### src/b2q_sqrt.sv
// pipelined rounded integer square root, one result bit per stage
module b2q_sqrt #(
  parameter int N  = 17,
  parameter int SW = 1
) (
  input  logic           clk,
  input  logic           rst_n,
  input  logic           en,
  input  logic           in_valid,
  input  logic [2*N-1:0] rad,
  input  logic [SW-1:0]  side_in,
  output logic           out_valid,
  output logic [N:0]     root,
  output logic [SW-1:0]  side_out
);

  logic           v_r    [N+1];
  logic [N+1:0]   rem_r  [N];
  logic [N-1:0]   res_r  [N];
  logic [2*N-1:0] rad_r  [N];
  logic [SW-1:0]  side_r [N+1];
  logic [N:0]     root_r;

  for (genvar k = 0; k < N; k++) begin : g_step
    logic           v_in;
    logic [N+1:0]   rem_in;
    logic [N-1:0]   res_in;
    logic [2*N-1:0] rad_in;
    logic [SW-1:0]  side_i;
    logic [N+1:0]   cat;
    logic [N+1:0]   trial;
    logic           ge;

    if (k == 0) begin : g_first
      assign v_in   = in_valid;
      assign rem_in = '0;
      assign res_in = '0;
      assign rad_in = rad;
      assign side_i = side_in;
    end else begin : g_next
      assign v_in   = v_r[k-1];
      assign rem_in = rem_r[k-1];
      assign res_in = res_r[k-1];
      assign rad_in = rad_r[k-1];
      assign side_i = side_r[k-1];
    end

    // bring down the next two radicand bits, try 4*res+1
    assign cat   = {rem_in[N-1:0], rad_in[2*N-1 -: 2]};
    assign trial = {res_in, 2'b01};
    assign ge    = (cat >= trial);

    always_ff @(posedge clk) begin
      if (!rst_n) begin
        v_r[k] <= 1'b0;
      end else if (en) begin
        v_r[k] <= v_in;
      end
    end

    always_ff @(posedge clk) begin
      if (en) begin
        rem_r[k]  <= ge ? (cat - trial) : cat;
        res_r[k]  <= {res_in[N-2:0], ge};
        rad_r[k]  <= rad_in << 2;
        side_r[k] <= side_i;
      end
    end
  end

  // round to nearest: bump when the remainder exceeds the root
  always_ff @(posedge clk) begin
    if (!rst_n) begin
      v_r[N] <= 1'b0;
    end else if (en) begin
      v_r[N] <= v_r[N-1];
    end
  end

  always_ff @(posedge clk) begin
    if (en) begin
      root_r    <= {1'b0, res_r[N-1]} +
                   (N+1)'((rem_r[N-1] > (N+2)'(res_r[N-1])) ? 1 : 0);
      side_r[N] <= side_r[N-1];
    end
  end

  assign out_valid = v_r[N];
  assign root      = root_r;
  assign side_out  = side_r[N];

endmodule

### config.mk
export PLATFORM = sky130hd
export DESIGN_NAME = b2q_sqrt
export DESIGN_NICKNAME = d
export VERILOG_FILES = /design/src/b2q_sqrt.sv
export SDC_FILE = /design/constraint.sdc
export NUM_CORES = 1
export LEC_CHECK = 0
export ABC_AREA = 1
export BUFFER_PORTS_ARGS = -buffer_cell sky130_fd_sc_hd__buf_2
export CORE_ASPECT_RATIO = 0.7
export CORE_UTILIZATION = 35
export DETAILED_ROUTE_END_ITERATION = 6
export PLACE_DENSITY = 0.51
export SLEW_MARGIN = 20
export SYNTH_ARGS = -nofsm -noshare
export SYNTH_HDL_FRONTEND = slang
export SYNTH_SLANG_ARGS = --single-unit
### constraint.sdc
create_clock -name clk -period 3.78 [get_ports clk]
set_input_delay 0.756 -clock clk [delete_from_list [all_inputs] [get_ports clk]]
set_output_delay 0.756 -clock clk [all_outputs]
set_load 0.02 [all_outputs]
# After elaboration in Yosys (flattened, before gate mapping)
# Memory sizes are Yosys's and may differ from the RTL's.
# Cells that the tools add are included.
dict set report classes {
  addsub 18
  n_mux 41
  n_bitwise 18
  order_cmp 18
}
# cell count
set op_table {}
lappend op_table {{2-to-1 mux 19 bit} 17}
lappend op_table {{greater-or-equal comparator 19 bit} 16}
lappend op_table {{subtractor 19 bit} 16}
lappend op_table {{2-to-1 mux 1 bit} 24}
lappend op_table {{greater-than comparator 19 x 17 -> 1 bit} 1}
lappend op_table {{adder 17 x 1 -> 18 bit} 1}
lappend op_table {{bitwise OR 1 bit} 18}
lappend op_table {{subtractor 2 x 1 -> 3 bit (second input constant)} 1}
lappend op_table {{greater-or-equal comparator 2 x 1 -> 1 bit (second input constant)} 1}
dict set report totals {
  mem_bits_rw 1192
  input_bits 39
  register_bits 18
  mem_count 5
  wordCells 101
  output_inout_bits 20
}
# name words word_bits rd rd_clocked_by_memory_dff write_ports line_no
set mem_list {}
lappend mem_list {rad_r 17 32 16 0 17 20} ;# logic [2*N-1:0] rad_r [N];
lappend mem_list {rem_r 17 19 17 0 17 18} ;# logic [N+1:0] rem_r [N];
lappend mem_list {res_r 17 17 17 0 17 19} ;# logic [N-1:0] res_r [N];
lappend mem_list {side_r 18 1 18 0 18 21} ;# logic [SW-1:0] side_r [N+1];
lappend mem_list {v_r 18 1 18 0 18 17} ;# logic v_r [N+1];

# Longest topological paths before layout
dict set report logic_depth {
  ltp_word 4
  mapped_depth 18
  depth_no_buf 18
}

# Least setup slack after synthesis
# OpenSTA, ideal clock, no wires.
dict set report synth_path {
  path_type {register to register}
  startpoint {memory res_r[16][9], in the netlist res_r[2][9]}
  endpoint {register root_r[16], in the netlist root[16] (data pin)}
  required_time_ns 3.522
  path_slack_ns 1.068
  path_stages_with_launch 17
  synth_period_minus_slack_ns 2.712
  setup_time_ns 0.258
  arrival_ns 2.454
  path_buffers 0
  path_cell_list {edfxtp_1 -> inv_1 -> ha_1 -> nand4_1 -> nor3_1 -> nand3_1 -> nand3_1 -> nand2_1 -> inv_1 -> ha_1 -> ha_1 -> nand3_1 -> nor3_2 -> nand2_1 -> nor3_1 -> nand2_1 -> xor2_1}
}
# item line_no
set synth_rtl {}
lappend synth_rtl {{from (decl)} 19}
lappend synth_rtl {{to (signal assigned)} 82} ;# root_r <= {1'b0, res_r[N-1]} +
lappend synth_rtl {{to (decl)} 22} ;# logic [N:0] root_r;

==> flow_summary.ini <==
[run_status]
status = finished, violations left
violations = DRC

[global_route]
overflow = 0
grt_usage = 0.1522
antenna_found_initial = 1
grt_max_degree = 109
use_met2 = 0.2011
grtUsageMet3 = 0.03232
gr-usage-met1 = 0.2468
grt.busiest_layer = met1
grt_pass1_wl_um = 134000
first_global_vias = 24222

[sta]
slew_violations = 0
rsz0062_at_grt = false
period_needed_ps = 3482
worst_slew_pin_slew_ps = 789.2
slew-limit-headroom = 0.4683
fin_crit_sh = 0.9212
finalHoldViolCount = 0
fin_skew_ps = 32.11
setup_viol = 0
achievable-frequency_ghz = 0.2872
setup_tns_ps = 0

[clock_network]
clock_sinks = 752
cts_resized = 0
post_cts_buffers = 0
cts_hold_buf = 0
cts_tree = done
cts_root_buf = clkbuf_16
cts.clk_slew.worst_paths_ps = 60
cts_buffer_depth = 3
cts-buffers-inserted = 78
htree_levels = 3
clock_latency_ps = 650

[cells_and_area]
syn2layout_area_growth_pct = 11.93
antennaDiodeCount = 0
layout-drive-gt1-share = 0.05934
nNetsFinal = 4266

[critical_path]
cpPeakStageDelay_ps = 370
worst-path-max-fanout = 4
crit_buf_inv = 2
slowest_stage = edfxtp_1
startpoint_type = flip-flop
end_kind = flip-flop
required_ps = 4180
critical_path_class = reg2reg
crit_family = simple AND/OR/NAND/NOR gates
worstSetupPathDepth = 16
crit_chain = inv_1 -> ha_1 -> nand4_1 -> nor3_1 -> nand3_1 -> nand3_1 -> nand2_1 -> inv_1 -> ha_1 -> ha_1 -> nand3_1 -> nor3_2 -> nand2_1 -> nor3_1 -> nand2_1 -> xor2_1
arrival_ps = 3880
r2r_cells = 16

[run]
drv_cap = 0

[synthesis]
synth_cell_types = 46
yosys_warnings = 0
syn_nets = 4140
syn_avg_cell_area_um2 = 9.748
yosysSeqAreaShare = 0.5922
ys_ff_latch = 752
synth_flop_cell = edfxtp_1
netlist_instances = 3910
netlist_area_um2 = 38120
synth-edff-count = 751
async_flop_share = 0

[drt]
wl_per_cell_um = 15.10
postRouteAntennaNets = 0
first_pass_iters = 7
vias_per_cell = 4.649
finalWirelength_um = 83390
via_count = 25674
drt_iter0_drc = 1984
drc = 2

[floorplanning]
core_area_um2 = 107100
die-area_um2 = 110300
fp.dieW_um = 396.4
die_h_um = 278.1
rows = 100
start_util = 0.3559
io_pins = 59

[placed_design]
dp_hpwl_um = 62040
port-buffer-count = 58
globalplace.congestion = 0.8587

[min_path]
min_path_cells = 1
hold_path.class = in2reg

[pwr]
fin_total_pwr_mw = 23.16
peakVddDrop_mv = 0.3401
p_per_area_nw_per_um2 = 542.8
p_leak_nw = 18.86
==> registers in the layout, indices dropped and copies added, names as in the netlist <==
register,flops
rem_r,273
rad_r,272
res_r,153
root,18
side_r,18
v_r,18
==> stage by stage <==
stage / cell area, um2 / util / hold WS, ps / instances / setup slack (ps)
finish: 42660 / 0.3983 / 274.2 / 5523 / 297.7
floorplan: 38120 / - / 400.3 / 3910 / 1068
detailed placement: 40220 / 0.3756 / 404.5 / 5384 / 354.6
global route: 42660 / 0.3983 / 227.6 / 5523 / 33.63
CTS: 42660 / 0.3983 / 208.4 / 5523 / 321.3
global placement: 40220 / 0.3756 / 400.0 / 5384 / 416.3
==> path summary, 6_finish.rpt <==
path	from	to	slack (ps)
worst min-delay path	rad[22]	rad_r[0][22]	270
worst max-delay path	res_r[2][10]	root[16]	300
worst max register to register	res_r[2][10]	root[16]	300
worst min register to register	rad_r[0][186]	rad_r[0][220]	410
==> layer usage <==
| layer | share of wire | routed length, um | vias to the layer above |
|---|---|---|---|
| li1 | - | - | 13226 |
| met1 | 0.55 | 45540 | 11785 |
| met2 | 0.38 | 31370 | 567 |
| met3 | 0.060 | 4965 | 96 |
| met4 | 0.018 | 1518 | 0 |
| met5 | 0 | 0 | - |
==> power by group <==
group | leakage [nW] | internal [mW] | switching [mW]
registers | 7.26 | 10.4 | 0.543
clock network | 1.17 | 4.23 | 3.24
logic | 10.4 | 1.60 | 3.17
total | 18.9 | 16.2 | 6.96
==> cell type report <==
type / count / area (um2)
Clock buffer: 97 / 2066
Clock inverter: 42 / 371.6
Fill cell: 10632 / 64440
Inverter: 597 / 2241
Multi-Input combinational cell: 2524 / 13060
Sequential cell: 752 / 22570
Tap cell: 1428 / 1787
Timing Repair Buffer: 83 / 563.0
==> placed cells by master (no fill, tap or decap), drive strengths merged <==
| master | count |
|---|---|
| nor4 | 7 |
| ha | 191 |
| conb | 1 |
| o211ai | 2 |
| a21o | 9 |
| bufinv | 5 |
| and3 | 3 |
| nor3b | 1 |
| buf | 83 |
| o21bai | 10 |
| nand3b | 20 |
| or2 | 19 |
| a21boi | 7 |
| nand2 | 1163 |
| nand4 | 29 |
| edfxtp | 751 |
| nor3 | 51 |
| clkinv | 30 |
| a21oi | 174 |
| nor2 | 297 |
| inv | 597 |
| clkinvlp | 7 |
| o21ai | 109 |
| clkbuf | 97 |
| o2111ai | 2 |
| xor2 | 95 |
| dfxtp | 1 |
| and2 | 8 |
| a31oi | 3 |
| nand3 | 297 |
| nand2b | 1 |
| xnor2 | 25 |
==> kinds of logic (layout without fill, tap and decap cells) <==
kind of cell | Yosys count | after routing | synth area share
AO/OA/AOI/OAI | 316 | 316 | 0.04477
XOR/XNOR | 120 | 120 | 0.02757
adder cells (fa/ha/maj) | 191 | 191 | 0.06270
buffers and inverters | 634 | 819 | 0.06513
flip-flops | 752 | 752 | 0.5922
other | 1 | 1 | 0.00009838
AND/OR/NAND/NOR | 1896 | 1896 | 0.2076
==> Yosys cell counts (2+ instances only) <==
| cell | count | area share |
|---|---|---|
| o211ai_1 | 2 | 0.00039 |
| nor3_1 | 46 | 0.0060 |
| inv_2 | 3 | 0.00030 |
| a21oi_1 | 170 | 0.022 |
| nor2_1 | 288 | 0.028 |
| nand2_1 | 1153 | 0.11 |
| o2111ai_1 | 2 | 0.00046 |
| nand2_4 | 4 | 0.0012 |
| or2_2 | 16 | 0.0026 |
| nor2_4 | 2 | 0.00059 |
| edfxtp_1 | 751 | 0.59 |
| o21ai_1 | 6 | 0.00079 |
| nor2_2 | 7 | 0.0011 |
| nor4_1 | 7 | 0.0011 |
| nor3_2 | 5 | 0.0013 |
| nand3_2 | 2 | 0.00053 |
| and2_1 | 8 | 0.0013 |
| or2_1 | 2 | 0.00033 |
| buf_6 | 6 | 0.0018 |
| buf_2 | 21 | 0.0028 |
| a21o_1 | 9 | 0.0018 |
| xnor2_1 | 25 | 0.0057 |
| inv_1 | 594 | 0.058 |
| a21oi_2 | 4 | 0.00092 |
| buf_4 | 8 | 0.0016 |
| nand2_2 | 6 | 0.00098 |
| a21boi_2 | 2 | 0.00059 |
| ha_1 | 191 | 0.063 |
| nand4_1 | 29 | 0.0048 |
| o21ai_0 | 103 | 0.014 |
| and3_1 | 3 | 0.00049 |
| nand3_1 | 295 | 0.039 |
| a21boi_0 | 5 | 0.00098 |
| o21bai_1 | 10 | 0.0020 |
| xor2_1 | 95 | 0.022 |
| nand3b_1 | 20 | 0.0039 |
Note: power is estimated with default switching activity, not from simulation.
